$ cat src/rtl/krm_pkg.sv
// ----------------------------------------------------------------------------
// krm_pkg: shared definitions of the k-way run merger
// Data width, register width and parameter defaults used by all files.
// ----------------------------------------------------------------------------
`default_nettype none

package krm_pkg;

   // Width of one stored element and of a merged result word.
   localparam int DATA_W = 32;

   // Width of the run count configuration register.
   localparam int RUN_COUNT_W = 4;

   // Defaults of the top level parameters.
   localparam int MAX_ELEMENTS_DEF = 64;
   localparam int MAX_RUNS_DEF = 8;

endpackage : krm_pkg

`default_nettype wire

$ cat src/rtl/kway_run_merger.sv
// ----------------------------------------------------------------------------
// kway_run_merger: k-way merge of presorted runs
// Loads signed words into a store, then merges run_count runs of the stored
// set into ascending order with one shared comparator.
//
//   channel   ports                                    flow control
//   request   req_start, busy, req_value, req_last_load  start while not busy
//   response  rsp_strobe, rsp_merged_value, rsp_last_out one-cycle strobe
//   config    csr_valid, csr_ready, csr_run_count        valid/ready
//
// A load that is not marked last leaves busy low.
// A marked load starts the merge: the chunk size is divided out, the run
// bounds are set up one run per cycle, and then each merged word takes one
// comparator step per run plus a drain step to close the store read
// pipeline. busy drops in the cycle that strobes the final word. Reset is
// synchronous and clears the store count.
// The receiver cannot stall, so each word is presented for exactly one cycle.
// ----------------------------------------------------------------------------
`default_nettype none

module kway_run_merger
   import krm_pkg::*;
#(
   parameter int MAX_ELEMENTS = MAX_ELEMENTS_DEF,
   parameter int MAX_RUNS = MAX_RUNS_DEF
) (
   input  wire logic                   clock,
   input  wire logic                   reset,
   input  wire logic                   req_start,
   output logic                        busy,
   input  wire logic [DATA_W-1:0]      req_value,
   input  wire logic                   req_last_load,
   output logic                        rsp_strobe,
   output logic      [DATA_W-1:0]      rsp_merged_value,
   output logic                        rsp_last_out,
   input  wire logic                   csr_valid,
   output logic                        csr_ready,
   input  wire logic [RUN_COUNT_W-1:0] csr_run_count
);

   localparam int CNT_W  = $clog2(MAX_ELEMENTS + 1);
   localparam int ADDR_W = (MAX_ELEMENTS > 1) ? $clog2(MAX_ELEMENTS) : 1;
   localparam int RUN_W  = (MAX_RUNS > 1) ? $clog2(MAX_RUNS) : 1;
   localparam int RCNT_W = $clog2(MAX_RUNS + 1);
   localparam int DIV_W  = (CNT_W > RCNT_W) ? CNT_W : RCNT_W;

   typedef enum logic [2:0] {
      ST_IDLE,
      ST_DIVIDE,
      ST_SETUP,
      ST_SCAN,
      ST_DRAIN
   } state_type;

   state_type               state_ff, state_in;
   logic [RUN_COUNT_W-1:0]  run_count_ff;
   logic [CNT_W-1:0]        load_cnt_ff, load_cnt_in;
   logic [CNT_W-1:0]        total_ff, total_in;
   logic [RCNT_W-1:0]       runs_ff, runs_in;
   logic [CNT_W-1:0]        chunk_ff, chunk_in;
   logic [CNT_W-1:0]        acc_ff, acc_in;
   logic [RUN_W-1:0]        run_idx_ff, run_idx_in;
   logic [CNT_W-1:0]        out_cnt_ff, out_cnt_in;
   logic                    p_valid_ff, p_valid_in;
   logic [RUN_W-1:0]        p_run_ff, p_run_in;
   logic [CNT_W-1:0]        p_head_ff, p_head_in;
   logic                    found_ff, found_in;
   logic [DATA_W-1:0]       best_val_ff, best_val_in;
   logic [RUN_W-1:0]        best_run_ff, best_run_in;
   logic [CNT_W-1:0]        best_head_ff, best_head_in;
   logic                    rsp_strobe_ff, rsp_strobe_in;
   logic [DATA_W-1:0]       rsp_value_ff, rsp_value_in;
   logic                    rsp_last_ff, rsp_last_in;
   logic [CNT_W-1:0]        heads_ff [MAX_RUNS];
   logic [CNT_W-1:0]        ends_ff [MAX_RUNS];

   logic                    load_accept;
   logic                    room;
   logic [CNT_W-1:0]        total_new;
   logic [RCNT_W-1:0]       runs_eff;
   logic                    last_run;
   logic                    store_we;
   logic [DATA_W-1:0]       rd_data;
   logic [ADDR_W-1:0]       rd_addr;
   logic                    div_start;
   logic                    div_done;
   logic [DIV_W-1:0]        div_quotient;
   logic                    cmp_take;
   logic [DATA_W-1:0]       cand_val;
   logic [RUN_W-1:0]        cand_run;
   logic [CNT_W-1:0]        cand_head;
   logic                    setup_we;
   logic [CNT_W-1:0]        setup_end;
   logic                    head_inc_we;

   // Configuration register; zero means one run, large values saturate.
   always_ff @(posedge clock) begin
      if (reset) begin
         run_count_ff <= RUN_COUNT_W'(1);
      end else if (csr_valid && csr_ready) begin
         run_count_ff <= csr_run_count;
      end
   end

   assign csr_ready = 1'b1;
   assign runs_eff  = (run_count_ff == '0) ? RCNT_W'(1) :
                      ((32'(run_count_ff) > MAX_RUNS) ? RCNT_W'(MAX_RUNS) :
                                                        RCNT_W'(run_count_ff));

   // Element store, written by loads and read at the head of the scanned run.
   assign rd_addr = heads_ff[run_idx_ff][ADDR_W-1:0];

   krm_store #(
      .DEPTH   (MAX_ELEMENTS)
   ) u_store (
      .clock   (clock),
      .wr_en   (store_we),
      .wr_addr (load_cnt_ff[ADDR_W-1:0]),
      .wr_data (req_value),
      .rd_addr (rd_addr),
      .rd_data (rd_data)
   );

   // Chunk size: stored total divided by the effective run count.
   krm_div #(
      .WIDTH    (DIV_W)
   ) u_div (
      .clock    (clock),
      .reset    (reset),
      .start    (div_start),
      .dividend (DIV_W'(total_new)),
      .divisor  (DIV_W'(runs_eff)),
      .done     (div_done),
      .quotient (div_quotient)
   );

   // Shared signed comparator: does the word just read beat the best so far?
   assign cmp_take  = p_valid_ff &&
                      (!found_ff || ($signed(rd_data) < $signed(best_val_ff)));
   assign cand_val  = cmp_take ? rd_data : best_val_ff;
   assign cand_run  = cmp_take ? p_run_ff : best_run_ff;
   assign cand_head = cmp_take ? p_head_ff : best_head_ff;

   assign load_accept = req_start && (state_ff == ST_IDLE);
   assign room        = load_cnt_ff < CNT_W'(MAX_ELEMENTS);
   assign total_new   = room ? (load_cnt_ff + 1'b1) : load_cnt_ff;
   assign last_run    = (RCNT_W'(run_idx_ff) == (runs_ff - 1'b1));
   assign setup_end   = last_run ? total_ff : (acc_ff + chunk_ff);

   // Sequencer: load, divide, set up run bounds, then scan and emit.
   always_comb begin
      state_in      = state_ff;
      load_cnt_in   = load_cnt_ff;
      total_in      = total_ff;
      runs_in       = runs_ff;
      chunk_in      = chunk_ff;
      acc_in        = acc_ff;
      run_idx_in    = run_idx_ff;
      out_cnt_in    = out_cnt_ff;
      p_valid_in    = 1'b0;
      p_run_in      = p_run_ff;
      p_head_in     = p_head_ff;
      found_in      = found_ff;
      best_val_in   = best_val_ff;
      best_run_in   = best_run_ff;
      best_head_in  = best_head_ff;
      rsp_strobe_in = 1'b0;
      rsp_value_in  = rsp_value_ff;
      rsp_last_in   = rsp_last_ff;
      store_we      = 1'b0;
      div_start     = 1'b0;
      setup_we      = 1'b0;
      head_inc_we   = 1'b0;
      case (state_ff)
         ST_IDLE: begin
            if (load_accept) begin
               store_we    = room;
               load_cnt_in = total_new;
               if (req_last_load) begin
                  total_in  = total_new;
                  runs_in   = runs_eff;
                  div_start = 1'b1;
                  state_in  = ST_DIVIDE;
               end
            end
         end
         ST_DIVIDE: begin
            if (div_done) begin
               chunk_in   = div_quotient[CNT_W-1:0];
               acc_in     = '0;
               run_idx_in = '0;
               state_in   = ST_SETUP;
            end
         end
         ST_SETUP: begin
            setup_we = 1'b1;
            acc_in   = acc_ff + chunk_ff;
            if (last_run) begin
               run_idx_in = '0;
               out_cnt_in = '0;
               found_in   = 1'b0;
               state_in   = ST_SCAN;
            end else begin
               run_idx_in = run_idx_ff + 1'b1;
            end
         end
         ST_SCAN: begin
            // Issue the head of this run and compare the one issued before.
            p_valid_in   = heads_ff[run_idx_ff] < ends_ff[run_idx_ff];
            p_run_in     = run_idx_ff;
            p_head_in    = heads_ff[run_idx_ff];
            found_in     = found_ff || cmp_take;
            best_val_in  = cand_val;
            best_run_in  = cand_run;
            best_head_in = cand_head;
            if (last_run) begin
               state_in = ST_DRAIN;
            end else begin
               run_idx_in = run_idx_ff + 1'b1;
            end
         end
         ST_DRAIN: begin
            // Last compare done: emit the winner and advance its run.
            head_inc_we   = 1'b1;
            rsp_strobe_in = 1'b1;
            rsp_value_in  = cand_val;
            rsp_last_in   = (out_cnt_ff == (total_ff - 1'b1));
            found_in      = 1'b0;
            run_idx_in    = '0;
            if (out_cnt_ff == (total_ff - 1'b1)) begin
               load_cnt_in = '0;
               state_in    = ST_IDLE;
            end else begin
               out_cnt_in = out_cnt_ff + 1'b1;
               state_in   = ST_SCAN;
            end
         end
         default: begin
            state_in = ST_IDLE;
         end
      endcase
   end

   // State, control and registered response word.
   always_ff @(posedge clock) begin
      total_ff     <= total_in;
      runs_ff      <= runs_in;
      chunk_ff     <= chunk_in;
      acc_ff       <= acc_in;
      run_idx_ff   <= run_idx_in;
      out_cnt_ff   <= out_cnt_in;
      p_run_ff     <= p_run_in;
      p_head_ff    <= p_head_in;
      best_val_ff  <= best_val_in;
      best_run_ff  <= best_run_in;
      best_head_ff <= best_head_in;
      rsp_value_ff <= rsp_value_in;
      rsp_last_ff  <= rsp_last_in;
      if (reset) begin
         state_ff      <= ST_IDLE;
         load_cnt_ff   <= '0;
         p_valid_ff    <= 1'b0;
         found_ff      <= 1'b0;
         rsp_strobe_ff <= 1'b0;
      end else begin
         state_ff      <= state_in;
         load_cnt_ff   <= load_cnt_in;
         p_valid_ff    <= p_valid_in;
         found_ff      <= found_in;
         rsp_strobe_ff <= rsp_strobe_in;
      end
   end

   // Run head and end registers, set up per run and advanced on each output.
   always_ff @(posedge clock) begin
      if (setup_we) begin
         heads_ff[run_idx_ff] <= acc_ff;
         ends_ff[run_idx_ff]  <= setup_end;
      end else if (head_inc_we) begin
         heads_ff[cand_run] <= cand_head + 1'b1;
      end
   end

   assign busy             = (state_ff != ST_IDLE);
   assign rsp_strobe       = rsp_strobe_ff;
   assign rsp_merged_value = rsp_value_ff;
   assign rsp_last_out     = rsp_last_ff;

endmodule : kway_run_merger

`default_nettype wire

$ cat src/rtl/krm_store.sv
// ----------------------------------------------------------------------------
// krm_store: element memory
// One write port and one read port; the read data is registered.
// ----------------------------------------------------------------------------
`default_nettype none

module krm_store
   import krm_pkg::*;
#(
   parameter int DEPTH = MAX_ELEMENTS_DEF,
   localparam int ADDR_W = (DEPTH > 1) ? $clog2(DEPTH) : 1
) (
   input  wire logic              clock,
   input  wire logic              wr_en,
   input  wire logic [ADDR_W-1:0] wr_addr,
   input  wire logic [DATA_W-1:0] wr_data,
   input  wire logic [ADDR_W-1:0] rd_addr,
   output logic      [DATA_W-1:0] rd_data
);

   logic [DATA_W-1:0] mem_ff [DEPTH];
   logic [DATA_W-1:0] rd_data_ff;

   // Write port.
   always_ff @(posedge clock) begin
      if (wr_en) begin
         mem_ff[wr_addr] <= wr_data;
      end
   end

   // Registered read port.
   always_ff @(posedge clock) begin
      rd_data_ff <= mem_ff[rd_addr];
   end

   assign rd_data = rd_data_ff;

endmodule : krm_store

`default_nettype wire

$ cat src/rtl/krm_div.sv
// ----------------------------------------------------------------------------
// krm_div: iterative unsigned divider
// Restoring division, one quotient bit per cycle.
// ----------------------------------------------------------------------------
`default_nettype none

module krm_div
   import krm_pkg::*;
#(
   parameter int WIDTH = 8,
   localparam int CNT_W = $clog2(WIDTH + 1)
) (
   input  wire logic             clock,
   input  wire logic             reset,
   input  wire logic             start,
   input  wire logic [WIDTH-1:0] dividend,
   input  wire logic [WIDTH-1:0] divisor,
   output logic                  done,
   output logic      [WIDTH-1:0] quotient
);

   logic [WIDTH:0]   rem_ff, rem_in;
   logic [WIDTH-1:0] quo_ff, quo_in;
   logic [WIDTH-1:0] dsr_ff, dsr_in;
   logic [CNT_W-1:0] cnt_ff, cnt_in;
   logic             done_ff, done_in;
   logic [WIDTH:0]   trial;

   // One restoring step: shift in the next dividend bit and try to subtract.
   always_comb begin
      rem_in  = rem_ff;
      quo_in  = quo_ff;
      dsr_in  = dsr_ff;
      cnt_in  = cnt_ff;
      done_in = 1'b0;
      trial   = {rem_ff[WIDTH-1:0], quo_ff[WIDTH-1]};
      if (start) begin
         rem_in = '0;
         quo_in = dividend;
         dsr_in = divisor;
         cnt_in = CNT_W'(WIDTH);
      end else if (cnt_ff != '0) begin
         if (trial >= {1'b0, dsr_ff}) begin
            rem_in = trial - {1'b0, dsr_ff};
            quo_in = {quo_ff[WIDTH-2:0], 1'b1};
         end else begin
            rem_in = trial;
            quo_in = {quo_ff[WIDTH-2:0], 1'b0};
         end
         cnt_in = cnt_ff - 1'b1;
         done_in = (cnt_ff == CNT_W'(1));
      end
   end

   always_ff @(posedge clock) begin
      rem_ff <= rem_in;
      quo_ff <= quo_in;
      dsr_ff <= dsr_in;
      if (reset) begin
         cnt_ff  <= '0;
         done_ff <= 1'b0;
      end else begin
         cnt_ff  <= cnt_in;
         done_ff <= done_in;
      end
   end

   assign done     = done_ff;
   assign quotient = quo_ff;

endmodule : krm_div

`default_nettype wire

$ cat config.mk
export PLATFORM = sky130hd
export DESIGN_NAME = kway_run_merger
export DESIGN_NICKNAME = d
export VERILOG_FILES = /design/src/rtl/krm_pkg.sv /design/src/rtl/kway_run_merger.sv /design/src/rtl/krm_store.sv /design/src/rtl/krm_div.sv
export SDC_FILE = /design/constraint.sdc
export NUM_CORES = 2
export LEC_CHECK = 0
export ABC_AREA = 1
export BUFFER_PORTS_ARGS = -buffer_cell sky130_fd_sc_hd__buf_2
export CAP_MARGIN = 20
export CORE_AREA = 4 4 438 484
export CTS_CLUSTER_DIAMETER = 120
export DETAILED_ROUTE_END_ITERATION = 10
export DIE_AREA = 0 0 442 488
export GPL_TIMING_DRIVEN = 0
export SLEW_MARGIN = 20
export SYNTH_ARGS = -nofsm -noshare
export SYNTH_HDL_FRONTEND = slang
export SYNTH_SLANG_ARGS = --single-unit
$ cat constraint.sdc
create_clock -name clock -period 8.6 [get_ports clock]
set_input_delay 1.72 -clock clock [delete_from_list [all_inputs] [get_ports clock]]
set_output_delay 1.72 -clock clock [all_outputs]
set_load 0.01 [all_outputs]
==> results.cfg <==
[worst_setup_path]
crit_path_cell_trace = buf_2, inv_1, nor2_2, inv_1, nor2_1, nand2_1, nor4_2, buf_4, buf_2, buf_2, buf_2, buf_2, buf_2
worst_setup_path_end_kind = register
reg2reg_depth = 12
cpMostUsedCell = buf_2
crit_type = input port to register
arrival_ns = 5.58
crit_fanout = 10
slowest_stage = nor2_1
crit_required_ns = 9.19
cp-start-kind = input port
critPathMaxStageDelay_ns = 0.55

[yosys]
yosys-top-cells-area = edfxtp_1, o21ai_0, nor2_1
muxShareOfSynthArea = 0
post-synth-top-area-fraction = 0.740
synth_fa_ha_area_frac = 0.00799
yosysTopAreaCell = edfxtp_1
synth_flop_cell = edfxtp_1
syn_area_per_cell_um2 = 13.6
synth.distinct_cells = 47
post_synth_and_or_nand_nor_area_fraction = 0.0876
synth_xor_area_frac = 0.00274
synth.cell_area_mm2 = 0.0927
ys_seq_area_frac = 0.754
synth_compound_area_frac = 0.118
synth_edf_count = 2287
syn-num-nets = 6924
synth-seq-cells = 2350
synth_top_family_by_area = compound AO/OA/AOI/OAI gates
netlist_instances = 6825
async_reset_ff_frac = 0
yosys_warnings = 0

[sta]
final_hold_viol_count = 0
slew_headroom = 0.208
tightest_slew_ns = 1.19
drv_slew = 0
fin_crit_sh = 0.580
fin_ws_ns = 3.61
layout_min_cycle_time_ns = 4.99
clock.fmax_mhz = 200
rsz0062_at_grt = no
setup_viol = 0
fin_skew_ns = 0.0632

[cells_and_area]
mostFrequentLayoutCell = edfxtp_1
layout_common_cells = edfxtp_1, nor2_1, o21ai_0, o221ai_1, nand3_1
nNetsFinal = 7439
drive_above_1_share = 0.119
nFillCells = 17200
syn_to_final_growth_pct = 16.9

[global_routing]
grt_pass1_vias = 62700
gr-usage-met1 = 0.412
grt_max_degree = 65
antenna_found_initial = 26
gr-usage-met2 = 0.493
grt-ovfl-total = 0
grt_first_pass_wirelength_um = 494000
grt-busiest-layer = met2
met3_usage = 0.111
grt_usage = 0.329

[hold_path]
hp-class = register to register
whs_path_depth = 0

[cts]
cts_root_buffer = clkbuf_16
cts_tree = yes
cts_resized = 0
h-tree-depth = 4
insertion_delay_ns = 0.93
cts.sinks = 2350
clockBufferDepth = 3
ctsHoldBuffers = 0
cts_buffers = 228
path_clk_slew_ns = 0.06
postCtsSetupBuffers = 0

[place]
place_ws_ns = 2.93
gp_congestion = 0.974
port_buffers = 74
dp.final_hpwl_um = 256000

[pwr]
p_leak_nw = 35.1
vdd_ir_drop_max_mv = 0.333
p_per_area_mw_per_mm2 = 414
finalPower_mw = 44.9

[floorplan]
core_area_mm2 = 0.206
io_pins = 77
rows = 175
die_area_mm2 = 0.216
start_util = 0.449
die_y_um = 488
die_w_um = 442

[drt]
first_pass_iters = 9
ant_nets = 0
drt_iter0_drc = 11200
vias = 67000
wirelength_um = 365000
vias_per_cell = 6.50
wl_per_cell_um = 35.5
drc = 0

[run_status]
status = finished, final reports clean

[run]
maxCapViolCount = 0
synthesized netlist by cell type (15+ instances only):
cell type / number
a21oi_1: 49
buf_1: 24
buf_2: 202
buf_4: 17
clkbuf_1: 234
dfxtp_1: 63
edfxtp_1: 2287
ha_1: 56
inv_1: 141
nand2_1: 242
nand3_1: 477
nor2_1: 1217
nor3_1: 15
o21ai_0: 1131
o21ai_1: 33
o221ai_1: 518
o22ai_1: 21
xnor2_1: 15
sequential cells by signal, indices dropped and copies added, names as in the netlist, 32 cells and up, named ones only:
signal and cells:
ends_ff 56, u_store.mem_ff 2048, heads_ff 56, best_val_ff 32, rsp_merged_value 32, u_store.rd_data 32
layer usage:
layer  part of all wire  vias to the layer above
li1                   -                    27000
met1               0.35                    33200
met2               0.44                     5435
met3               0.14                     1283
met4              0.076                        4
met5           0.000074                        -
area by class of cell:
class                           count  area, um2  share of cell area
Sequential cell                  2350      69900               0.645
Multi-Input combinational cell   3846      20600               0.190
Clock buffer                      299       6080              0.0561
Timing Repair Buffer              285       4440              0.0409
Tap cell                         2743       3430              0.0316
Buffer                            482       2170              0.0200
Clock inverter                    119       1190              0.0109
Inverter                          147        557             0.00513
Antenna cell                       29       72.6            0.000669
stage by stage:
step / utilization / TNS, ns / hold slack, ns / instances / area [um2]
after floorplan: - / 0 / 0.427 / 6825 / 92700
after global placement: 0.468 / -622.12 / 0.431 / 9642 / 96500
after detailed placement: 0.490 / 0 / 0.436 / 9853 / 101000
after CTS: 0.525 / 0 / 0.450 / 10300 / 108000
after global routing: 0.525 / 0 / 0.473 / 10300 / 108000
final: 0.525 / 0 / 0.449 / 10300 / 108000
where the power goes:
group | total (mW) | internal, mW | leakage (nW) | switching, mW
registers | 13.1 | 12.9 | 21.1 | 0.151
clock network | 9.88 | 5.39 | 3.53 | 4.48
logic | 21.9 | 4.75 | 10.4 | 17.2
total | 44.9 | 23.1 | 35.1 | 21.8
worst paths after layout:
| kind | start | end | slack (ns) |
|---|---|---|---|
| max reg2reg | register | u_store.rd_data[24]$_DFF_P_ | 3.73 |
| max | req_start | u_store.mem_ff[16][22]$_DFFE_PP_ | 3.61 |
| min | u_div.quotient[3]$_DFFE_PP_ | chunk_ff[3]$_DFFE_PP_ | 0.45 |
| min reg2reg | u_div.quotient[3]$_DFFE_PP_ | chunk_ff[3]$_DFFE_PP_ | 0.45 |
cell families after synthesis:
group / Yosys count
AOI/OAI and AO/OA: 1779
buffers and inverters: 629
and+or+nand+nor: 1979
xor gates and xnor gates: 29
other: 1
adders and majority gates: 58
DFF: 2350
critical path: cells and delay by family:
kind / cells / cell delay, ns
buf+inv: 9 / 2.03
simple gates: 4 / 1.82
Note: power is estimated with default switching activity, not from simulation.
